[config.mk]
export PLATFORM = sky130hd
export DESIGN_NAME = ncs_dist_unit
export DESIGN_NICKNAME = d
export VERILOG_FILES = /design/src/design/ncs_pkg.sv /design/src/design/ncs_dist_unit.sv
export SDC_FILE = /design/constraint.sdc
export NUM_CORES = 1
export LEC_CHECK = 0
export ABC_AREA = 1
export BUFFER_PORTS_ARGS = -buffer_cell sky130_fd_sc_hd__buf_2
export CORE_MARGIN = 2
export CORE_UTILIZATION = 45
export CTS_CLUSTER_SIZE = 30
export DETAILED_ROUTE_END_ITERATION = 10
export HOLD_SLACK_MARGIN = 0.02
export PLACE_DENSITY = 0.65
export SLEW_MARGIN = 0
export SYNTH_ARGS = -nofsm -noshare
export SYNTH_HDL_FRONTEND = slang
export SYNTH_SLANG_ARGS = --single-unit
[constraint.sdc]
create_clock -name clk -period 11.7 [get_ports clk]
set_input_delay 0.585 -clock clk [delete_from_list [all_inputs] [get_ports clk]]
set_output_delay 0.585 -clock clk [all_outputs]
set_load 0.005 [all_outputs]
[src/design/ncs_pkg.sv]
// shared types and constants for the nearest palette color search block
package ncs_pkg;

  localparam int PALETTE_ENTRIES = 256;
  localparam int IDX_W           = (PALETTE_ENTRIES > 1) ? $clog2(PALETTE_ENTRIES) : 1;
  localparam int CHAN_W          = 8;
  localparam int COLOR_W         = 3 * CHAN_W;
  localparam int SQ_W            = 2 * CHAN_W;
  localparam int DIST_W          = SQ_W + 2;
  localparam int OUT_IDX_W       = 8;

  localparam logic [IDX_W-1:0] LAST_ADDR = IDX_W'(PALETTE_ENTRIES - 1);

  localparam logic ACT_WRITE = 1'b0;
  localparam logic ACT_QUERY = 1'b1;

  typedef enum logic [1:0] {
    ST_IDLE,
    ST_SCAN,
    ST_DRAIN
  } state_t;

  // marks one palette entry as it moves down the scan pipeline
  typedef struct packed {
    logic             valid;
    logic             first;
    logic             last;
    logic [IDX_W-1:0] idx;
  } scan_tag_t;

endpackage

[src/design/ncs_dist_unit.sv]
// shared distance unit: squares per channel, then sum and running minimum
module ncs_dist_unit (
  input  logic                          clk,
  input  logic                          rst,
  input  ncs_pkg::scan_tag_t            tag,
  input  logic [ncs_pkg::COLOR_W-1:0]   entry,
  input  logic [ncs_pkg::CHAN_W-1:0]    qr,
  input  logic [ncs_pkg::CHAN_W-1:0]    qg,
  input  logic [ncs_pkg::CHAN_W-1:0]    qb,
  output logic                          done,
  output logic [ncs_pkg::OUT_IDX_W-1:0] best_index
);
  import ncs_pkg::*;

  logic [CHAN_W-1:0] er, eg, eb;
  logic [CHAN_W-1:0] dr, dg, db;
  logic [SQ_W-1:0]   sq_r, sq_g, sq_b;
  scan_tag_t         tag2;
  logic [DIST_W-1:0] cur_dist;
  logic [DIST_W-1:0] best_dist;
  logic [IDX_W-1:0]  best;
  logic              take;
  logic [IDX_W-1:0]  best_next;

  assign er = entry[COLOR_W-1 -: CHAN_W];
  assign eg = entry[SQ_W-1 -: CHAN_W];
  assign eb = entry[CHAN_W-1:0];

  // absolute channel differences
  assign dr = (er > qr) ? (er - qr) : (qr - er);
  assign dg = (eg > qg) ? (eg - qg) : (qg - eg);
  assign db = (eb > qb) ? (eb - qb) : (qb - eb);

  always_ff @(posedge clk) begin
    sq_r <= SQ_W'(dr) * SQ_W'(dr);
    sq_g <= SQ_W'(dg) * SQ_W'(dg);
    sq_b <= SQ_W'(db) * SQ_W'(db);
    if (rst) begin
      tag2.valid <= 1'b0;
    end else begin
      tag2 <= tag;
    end
  end

  assign cur_dist = DIST_W'(sq_r) + DIST_W'(sq_g) + DIST_W'(sq_b);

  // strictly smaller wins, so ties keep the lower slot
  assign take      = tag2.valid && (tag2.first || (cur_dist < best_dist));
  assign best_next = take ? tag2.idx : best;

  always_ff @(posedge clk) begin
    if (take) begin
      best_dist <= cur_dist;
      best      <= tag2.idx;
    end
    if (tag2.valid && tag2.last) begin
      best_index <= OUT_IDX_W'(best_next);
    end
    if (rst) begin
      done <= 1'b0;
    end else begin
      done <= tag2.valid && tag2.last;
    end
  end

endmodule

Word level (Yosys, flattened, before mapping)
Index checks and enable logic that the tools add are counted.

Add/sub/neg operators: 8. Multipliers: 3. Order comparisons: 4. Mux-type cells: 4. Reductions and logical operators: 3.

Operators with widths (count): 8-bit by 8-bit multiplier with 16-bit output (3); 8-bit subtractor (6); 8-bit two-way mux (4); 8-bit greater-than comparator (3); 17-bit by 16-bit adder with 18-bit output (1); 18-bit less-than comparator (1); 16-bit by 16-bit adder with 17-bit output (1); 1-bit logical AND (2); 1-bit logical OR (1).

Bits in registers: 94. Output and inout bits: 9.

Logic depth before layout (Yosys ltp)
Gate-level depths: netlist of the first run.

Depth after elaboration: 6. Mapped depth: 31. Gate-level depth less buffers: 31.

Worst setup path after synthesis of the first run
OpenSTA, ideal clock, no wires.

Kind: input to register. From: input port entry[16] (netlist name). To: register sq_r[13]. Arrival: 5.312 ns. Data required time: 11.588 ns. Path slack: 6.276 ns. Cell stages on the path: 29. Cells stage by stage: inv_1 -> ha_1 -> inv_1 -> fa_1 -> nand3_1 -> nand3_1 -> nand2_1 -> nand2_2 -> nand2_4 -> inv_4 -> nand2_1 -> nand2_4 -> nor2_1 -> inv_1 -> fa_1 -> inv_1 -> fa_1 -> inv_1 -> fa_1 -> fa_1 -> inv_1 -> ha_1 -> a21oi_1 -> a21boi_0 -> o21ai_0 -> nand2_1 -> nand2_1 -> nand2_1 -> nand2_1.

Cells in the longest elaborated chain, start to end: 3.

Ends and longest elaborated chain: start, declared (line ncs_dist_unit.sv:6) `input logic [ncs_pkg::COLOR_W-1:0] entry,`; 8-bit subtractor / 8-bit greater-than comparator (equally long branches) (line ncs_dist_unit.sv:30) `assign dr = (er > qr) ? (er - qr) : (qr - er);`; 8-bit two-way mux (*) (line ncs_dist_unit.sv:30); 8-bit by 8-bit multiplier with 16-bit output (*) (line ncs_dist_unit.sv:35) `sq_r <= SQ_W'(dr) * SQ_W'(dr);`; end signal, assigned (line ncs_dist_unit.sv:35); end, declared (line ncs_dist_unit.sv:17) `logic [SQ_W-1:0] sq_r, sq_g, sq_b;`.

Mark *: on every way between the ends. The rest lies on a longest branch, timed or not. A chain may end at the register's enable or synchronous reset.

Worst setup path after layout of the first run
From: input port entry[8] (netlist name). To: register sq_g[12].

Cells in the longest elaborated chain, start to end: 3.

Ends and longest elaborated chain: 8-bit subtractor / 8-bit greater-than comparator (equally long branches) (line ncs_dist_unit.sv:31) `assign dg = (eg > qg) ? (eg - qg) : (qg - eg);`; 8-bit two-way mux (*) (line ncs_dist_unit.sv:31); 8-bit by 8-bit multiplier with 16-bit output (*) (line ncs_dist_unit.sv:36) `sq_g <= SQ_W'(dg) * SQ_W'(dg);`; end signal, assigned (line ncs_dist_unit.sv:36); end, declared (line ncs_dist_unit.sv:17).

Marks and branches as above.

==> results of run 1 <==
==> flip-flops by register name (all words and copies together), names as in the netlist <==
register	count
best_dist	18
done	1
sq_g	15
best_index	8
tag2	11
best	8
sq_b	15
sq_r	15
==> cell families (layout without fill, tap and decap cells) <==
| kind of cell | count (synthesis) | in the layout | share of synthesized area, % |
|---|---|---|---|
| buf+inv | 345 | 421 | 11.6 |
| simple gates | 597 | 597 | 23.0 |
| other cells | 2 | 3 | 0.0655 |
| compound gates | 128 | 128 | 6.40 |
| fa+ha+maj | 263 | 263 | 35.0 |
| flops | 91 | 91 | 19.0 |
| xor+xnor | 63 | 63 | 4.87 |
==> worst max-delay path, delay by kind of cell <==
family / cells / cell delay (ps)
AND/OR/NAND/NOR: 12 / 1190
adder cells (fa/ha/maj): 6 / 2430
AO/OA/AOI/OAI: 5 / 940
buffers and inverters: 6 / 450
XOR/XNOR: 1 / 210
==> synth_stat cells, drive strengths merged, types with 2 or more instances <==
library cell	number	area share, %
a21boi	6	0.39
a21o	7	0.46
a21oi	65	2.8
a31oi	2	0.11
and3	3	0.16
buf	8	0.45
conb	2	0.065
dfxtp	55	9.6
edfxtp	36	9.4
fa	97	17
ha	166	18
inv	336	11
nand2	373	14
nand3	77	3.5
nand4	12	0.65
nor2	127	4.6
o2111ai	2	0.15
o21a	2	0.13
o21ai	33	1.6
o21bai	10	0.65
or2	3	0.19
xnor2	24	1.8
xor2	39	3.0
==> cell usage in the layout, fill, tap and decap left out, drive strengths merged <==
cell / count
nor2: 127
edfxtp: 36
nand4: 12
xnor2: 24
and3: 3
clkbuf: 10
nand3: 77
nor4: 1
xor2: 39
o21bai: 10
a211oi: 1
ha: 166
o21ai: 33
a31oi: 2
a21o: 7
fa: 97
dfxtp: 55
a21oi: 65
conb: 3
clkinv: 2
a21boi: 6
nand2: 373
nand3b: 1
o2111ai: 2
buf: 69
inv: 339
bufinv: 1
or2: 3
o21a: 2
==> layer usage <==
layer / vias to the layer above / track usage [%] / part of all wire (%)
li1: 4712 / - / -
met4: 0 / 3.23 / 0.89
met5: - / 0 / 0
met3: 15 / 1.90 / 2.5
met2: 111 / 29.9 / 48
met1: 4086 / 23.3 / 49
==> path summary, 6_finish.rpt <==
path                                           endpoint             from  slack (ps)  depth (start not counted)
worst max-delay path                   sq_g[12]$_DFF_P_         entry[8]        6130                         30
worst min-delay path                  tag2[8]$_DFFE_PN_           tag[8]         410                          1
worst max register to register  best_dist[13]$_DFFE_PP_  sq_g[5]$_DFF_P_        7200                         17
worst min register to register          best[2]$_DFF_P_  best[2]$_DFF_P_         440                          2
==> area by class of cell <==
type / instances / area [um^2] / area share (%)
clock buffers: 10 / 239 / 1.91
clock inverters: 6 / 71.3 / 0.571
inverters: 336 / 1270 / 10.2
multi-input cells: 1054 / 7970 / 63.8
flip-flops and latches: 91 / 2180 / 17.5
well taps: 330 / 413 / 3.31
repair buffers: 69 / 345 / 2.76
==> per-stage QoR <==
step | utilization [%] | cells | instance area, um^2 | worst slack [ps]
detailed placement | 48.5 | 1880 | 12200 | 5730
floorplan | - | 1490 | 11500 | 6280
global placement | 48.5 | 1880 | 12200 | 5890
finish | 49.7 | 1896 | 12500 | 6130
global route | 49.7 | 1896 | 12500 | 5550
CTS | 49.7 | 1896 | 12500 | 6100
==> metrics.yaml, run 1 <==
run_status: "complete, no violations"
wl_per_cell_um: 11.5
async_flop_share_pct: 0
hold_buffers: 0
grt_pass1_vias: 8684
rows: 58
die_h_um: 164
hold_viol_final: 0
critical_path.max_fanout: 9
clk_path_buf_depth: 2
slew_headroom_pct: 49.6
grt_max_degree: 19
avgSynthCellArea_um2: 7.71
via_per_inst: 4.71
tightest_slew_ps: 755
syn_area_um2: 11500
drv_cap: 0
hpwl_um: 18700
cts_sinks: 91
n_antenna_cell: 0
start_kind: "input port"
synth_ff_type: "dfxtp_1"
min_period_over_period_pct: 47.6
drcViolationCount: 0
drive_gt1_share_pct: 10.1
max_freq_mhz: 179
yosys_warnings: 0
clock-root-buffer: "clkbuf_16"
critical_path.slowest_cell: "fa_1"
fill_cells: 2533
die_area_um2: 26800
worst_hold_slack_ps: 415
cts_setup_buffers: 0
arrival_ps: 5810
critPathRequiredTime_ps: 11940
endpoint_kind: "flop"
io_buffers: 69
synth_edf_count: 36
final.setup.tns_ps: 0
cts_resized: 0
maxSlewViolCount: 0
rsz0062_at_grt: "no"
grt_pass1_wl_um: 38500
start_util_pct: 45.7
dr_total_vias: 8924
synthCells: 1489
hold_class: "in -> reg"
antenna_found_initial: 0
cpMostUsedCell: "nand2_1"
ys_seq_elements: 91
overflow: 0
clkLatencyLatePin_ps: 340
core_area_um2: 25100
drt_iter0_drc: 503
slowest_delay_ps: 530
grt_usage_pct: 17.2
die_w_um: 164
syn_to_final_growth_pct: 8.87
clock_skew_ps: 7.14
dr.pass1.iters: 8
yosysSeqAreaShare_pct: 19.0
nNetsFinal: 1885
yosysUniqueCellTypes: 43
ioPinCount: 70
h-tree-depth: 3
numCtsBuffers: 9
ant_nets: 0
wl_um: 21800
worstSetupPathType: "in -> reg"
cts_tree: "yes"
period_needed_ps: 5570
setup_viol: 0
clkSlewWorstSetupHoldPaths_ps: 70
gp_congestion: 0.861
Power of run 1 is left out: the tool's default activity adds up to more than one toggle a clock period on the data nets, which glitch-free logic cannot reach.
==> run 2, diff against run 1 <==
Settings changed: ABC_AREA 1 to 0.
Clock period 11.7 ns to 5.4 ns, I/O delays scaled along.
==> run 2 against run 1 <==
  * Die area fell by 8.2%
  * Highest routed layer unchanged
  * Cell count decreased by 8.9%
  * Utilization rose by 13 points
  * Routed wire length rose by 0.11%
  * Sequential cell count is the same
  * Setup slack got worse by 6300 ps
  * Area after synthesis shrank 8.4%
  * The flow now finishes with violations (negative setup slack)
  * Largest cell class unchanged
  * Via count decreased by 6.7%
  * Clock skew is 1.5 ps lower
  * Non-clock buffer count up 240
==> metrics.yaml, run 2 <==
nNetsFinal: 1734
multi_input_area_um2: 8250
syn_to_final_growth_pct: 36.4
maxSlewViolCount: 0
setup_ws_ps: -142
tightest_slew_ps: 555
wl_per_cell_um: 12.6
hpwl_um: 17900
core_area_um2: 22800
yosysUniqueCellTypes: 70
rsz0062_at_grt: "yes"
r2r_slack_ps: 810
synth_most_common_cell: "inv_1"
final_cells: 1728
run_status: "finished, violations left"
slew_headroom_pct: 62.0
avgSynthCellArea_um2: 9.47
start_util_pct: 46.1
clkLatencyLatePin_ps: 340
clock-root-buffer: "clkbuf_16"
fill_cells: 1852
max_freq_mhz: 180
via_per_inst: 4.82
layout_commonest_cell: "buf_4"
clock_skew_ps: 5.65
critPathRequiredTime_ps: 5610
period_needed_ps: 5540
setup_viol: 8
cts_sinks: 91
final_cell_mix: "219 x buf_4, 197 x inv_1, 141 x ha_1, 92 x fa_1, 88 x nor2_1"
drive_gt1_share_pct: 35.6
grt_max_degree: 19
yosysSeqAreaShare_pct: 20.8
clkSlewWorstSetupHoldPaths_ps: 70
yosys.area.top_type: "ha_1"
final.setup.tns_ps: -604
start_kind: "input port"
h-tree-depth: 3
arrival_ps: 5760
hold_depth: 2
endpoint_kind: "flop"
r2r_cells: 17
wl_um: 21800
final-seq-area_um2: 2180
grt_pass1_vias: 8448
die_w_um: 157
cts_tree: "yes"
critical_path.max_fanout: 4
grt_usage_pct: 18.3
gp_congestion: 0.850
drv_cap: 0
n_antenna_cell: 0
dr.pass1.iters: 4
drt_iter0_drc: 311
dp_cells: 1679
overflow: 0
ant_nets: 0
ys_seq_elements: 91
yosysTopAreaCellShare_pct: 19.8
die_h_um: 157
numCtsBuffers: 9
netlist_top_cells_count: "225 x inv_1, 166 x ha_1, 101 x nor2_1"
synth.area.top_cells: "ha_1 20%, fa_1 18%, dfxtp_1 10%"
grt_pass1_wl_um: 37300
async_flop_share_pct: 0
hold_buffers: 0
antenna_found_initial: 0
worst_hold_slack_ps: 98.2
syn_area_um2: 10500
largest_register: "best_dist"
min_period_over_period_pct: 103
drcViolationCount: 0
dr_total_vias: 8329
worstSetupPathType: "in -> reg"
synth_edf_count: 36
largest_reg_flops: 18
hold_viol_final: 0
clk_path_buf_depth: 2
io_buffers: 69
die_area_um2: 24600
violations: "negative setup slack"
synth_ff_type: "dfxtp_1"
yosys_warnings: 0
hold_class: "in -> reg"
ioPinCount: 70
rows: 55
synthCells: 1109
[run 2: cells by family after synthesis]
group | synth area share, %
fa+ha+maj | 38.3
buf+inv | 8.98
simple gates | 10.3
compound gates | 12.2
flops | 20.8
xor+xnor | 6.79
mux | 2.69
other cells | 0.0715
[run 2: path summary, 6_finish.rpt]
path | start | to
hold reg to reg | best[2]$_DFF_P_ | best[2]$_DFF_P_
setup reg to reg | sq_r[4]$_DFF_P_ | best_dist[4]$_DFFE_PP_
setup / recovery | entry[8] | sq_g[12]$_DFF_P_
hold / removal | rst | tag2[10]$_SDFF_PP0_
[run 2: final cells by class]
cell class              count  area share (%)
clock buffers              10            1.60
flip-flops and latches     91            15.2
repair buffers            309            16.0
clock inverters             6           0.664
multi-input cells         774            57.6
well taps                 313            2.73
inverters                 225            6.16
[run 2: worst max-delay path, cell delays in order]
cell     delay [ps]
buf_12          110
inv_12           40
ha_4            120
inv_2            30
fa_2            330
a21o_1          210
nand4_1         150
a31oi_4         160
buf_6           160
buf_6           110
mux2i_4         180
xnor2_2         190
buf_4           160
or2_4           230
fa_1            520
inv_2            50
fa_1            460
fa_1            510
inv_2            40
fa_1            540
inv_2            50
ha_4            160
or2_4           260
o22ai_4         160
nor4b_1          70
or4b_1          470
[run 2: metrics by stage]
step           utilization, %  area, um^2  setup WS, ps
2_1_floorplan               -       10900          -164
4_1_cts                  60.4       13800          -147
3_5_place_dp             57.5       13100          -590
5_1_grt                  62.9       14300          -328
6_report                 62.9       14300          -142
3_3_place_gp             57.5       13100          -478
[run 2: metal layers]
| metal | track usage, % | share of wire (%) | wire length (um) | vias up |
|---|---|---|---|---|
| met2 | 32.1 | 49 | 10700 | 103 |
| met1 | 25.0 | 48 | 10400 | 3979 |
| met4 | 2.80 | 0.69 | 150 | 0 |
| met5 | 0 | 0 | 0 | - |
| li1 | - | - | - | 4233 |
| met3 | 1.94 | 2.3 | 511 | 14 |
[run 2: what timing repair did]
item                       4_1_cts  5_1_grt
pin swaps                       45       67
setup endpoints to repair       16       20
buffers inserted                14       23
gates resized for setup         44       94
Power of run 2 is left out for the same reason.
==> run 3, diff against run 2 <==
Settings changed: BUFFER_PORTS_ARGS -buffer_cell sky130_fd_sc_hd__buf_2 to default, DONT_BUFFER_PORTS from default to 1, PLACE_DENSITY 0.65 to 0.63.
==> run 3 against run 2 <==
  * The run still ends with negative setup slack left
  * Maximum frequency rose by 2.3%
  * Global-route usage fell by 0.97 points
  * Final area shrank 6.8%
  * Utilization fell by 4.3 points
  * Clock-buffer cell count is the same
  * Clock skew is 4.1 ps higher
  * Critical path depth shrank 2
  * Routed wire length fell by 4.7%
  * Worst hold slack worse by 10 ps
  * Sequential cell count stayed put
  * Critical endpoint unchanged
  * Largest cell class unchanged
==> metrics.yaml, run 3 (synthesized netlist as in run 2, its figures left out) <==
clock-root-buffer: "clkbuf_16"
critical_path.max_fanout: 6
largest_reg_flops: 18
violations: "negative setup slack"
antenna_found_initial: 0
reg2reg_to: "best_dist[4]$_DFFE_PP_"
syn_to_final_growth_pct: 27.2
r2r_cells: 17
path_cells: "inv_12, ha_4, inv_2, fa_2, a21o_1, nand4_1, a31oi_4, mux2i_2, xor2_2, or2_4, inv_2, fa_2, fa_1, inv_2, fa_1, fa_1, inv_2, ha_4, inv_4, nor2_2, o31a_1, o22ai_2, and4b_1, or4b_1"
slowest_delay_ps: 570
dp_cells: 1578
hold_class: "in -> reg"
grt_max_degree: 19
dr.pass1.iters: 7
gp_congestion: 0.876
nNetsFinal: 1626
critPathRequiredTime_ps: 5610
dr_total_vias: 7883
cpMostUsedCell: "inv_2"
cts_tree: "yes"
h-tree-depth: 3
grt_usage_pct: 17.4
ioPinCount: 70
start_kind: "input port"
n_antenna_cell: 0
core_area_um2: 22800
critical_path.slowest_cell: "fa_1"
die_h_um: 157
worstSetupPathType: "in -> reg"
hp-start: "tag[10]"
setup_ws_ps: -18.1
hold_viol_final: 0
slew_headroom_pct: 61.0
clock_skew_ps: 9.80
r2r_slack_ps: 640
endpoint_kind: "flop"
rsz0062_at_grt: "yes"
r2r-start: "sq_r[4]$_DFF_P_"
drive_gt1_share_pct: 27.0
maxSlewViolCount: 0
final.setup.tns_ps: -18.1
start_util_pct: 46.1
overflow: 0
rows: 55
tightest_slew_ps: 581
io_buffers: 0
hold_path_end: "tag2[10]$_SDFF_PP0_"
layout_commonest_cell: "inv_1"
via_per_inst: 4.87
drt_iter0_drc: 266
clk_path_buf_depth: 2
min_period_over_period_pct: 100
cts_sinks: 91
drv_cap: 0
run_status: "finished, violations left"
final_cell_mix: "202 x inv_1, 183 x buf_4, 145 x ha_1, 92 x nor2_1, 91 x fa_1"
clkSlewWorstSetupHoldPaths_ps: 70
arrival_ps: 5630
clkLatencyLatePin_ps: 340
largest_register: "best_dist"
ant_nets: 0
grt_pass1_vias: 7975
die_w_um: 157
wl_per_cell_um: 12.8
grt_pass1_wl_um: 35300
final_cells: 1620
max_freq_mhz: 185
hpwl_um: 17300
setup_viol: 1
wl_um: 20800
drcViolationCount: 0
numCtsBuffers: 9
hold_depth: 1
period_needed_ps: 5420
die_area_um2: 24600
==> run 3: cell types whose count changed in the layout (fill, tap and decap cells not counted), sizes merged <==
cell | before | now
dlygate4sd3 | 0 | 11
clkinv | 1 | 2
buf | 309 | 190
clkinvlp | 2 | 3
bufinv | 2 | 0
==> run 3: routing by layer <==
layer,GRT usage [%],vias up,wire (um)
met4,2.58,0,156
met2,29.5,110,9980
li1,-,4025,-
met1,24.3,3732,10000
met3,2.08,16,593
met5,0,-,0
==> run 3: through the flow <==
step | worst slack, ps | instance area, um^2 | hold WS [ps] | utilization [%]
after floorplan | -164 | 10900 | 342 | -
after global placement | -289 | 12500 | 352 | 55.0
final | -18.1 | 13400 | 87.8 | 58.7
after global routing | -209 | 13400 | 72.8 | 58.7
after CTS | 0.668 | 12900 | 83.8 | 56.7
after detailed placement | -363 | 12500 | 355 | 55.0
==> run 3: how the worst max path moves through the flow <==
stage / startpoint / end / slack (ps)
after floorplan: entry[16] / sq_r[13]$_DFF_P_ / -160
after global placement: entry[0] / sq_b[11]$_DFF_P_ / -290
after detailed placement: entry[16] / sq_r[12]$_DFF_P_ / -360
after global routing: qg[0] / sq_g[12]$_DFF_P_ / -210
final: entry[8] / sq_g[12]$_DFF_P_ / -20
after CTS: entry[8] / sq_g[12]$_DFF_P_ / 0.7
==> run 3: final cells by class <==
cell class | count | area (um^2)
Timing Repair Buffer | 201 | 1570
Multi-Input combinational cell | 774 | 8040
Clock buffer | 10 | 229
Sequential cell | 91 | 2180
Inverter | 225 | 893
Tap cell | 313 | 392
Fill cell | 1962 | 9420
Clock inverter | 6 | 48.8
==> run 3: repair_timing <==
action	in CTS	in global routing
resized for setup	0	66
buffers inserted	0	16
pin swaps	5	43
endpoints found under the hold margin	11	0
hold buffers	11	0
setup endpoints to repair	1	18
==> run 3: critical path, delay by kind of cell <==
family | cells | cell delay [ps]
XOR/XNOR | 1 | 370
AND/OR/NAND/NOR | 5 | 1090
buffers and inverters | 6 | 230
adder cells (fa/ha/maj) | 7 | 2670
multiplexers | 1 | 290
AO/OA/AOI/OAI | 4 | 700
Power of run 3 is left out for the same reason.
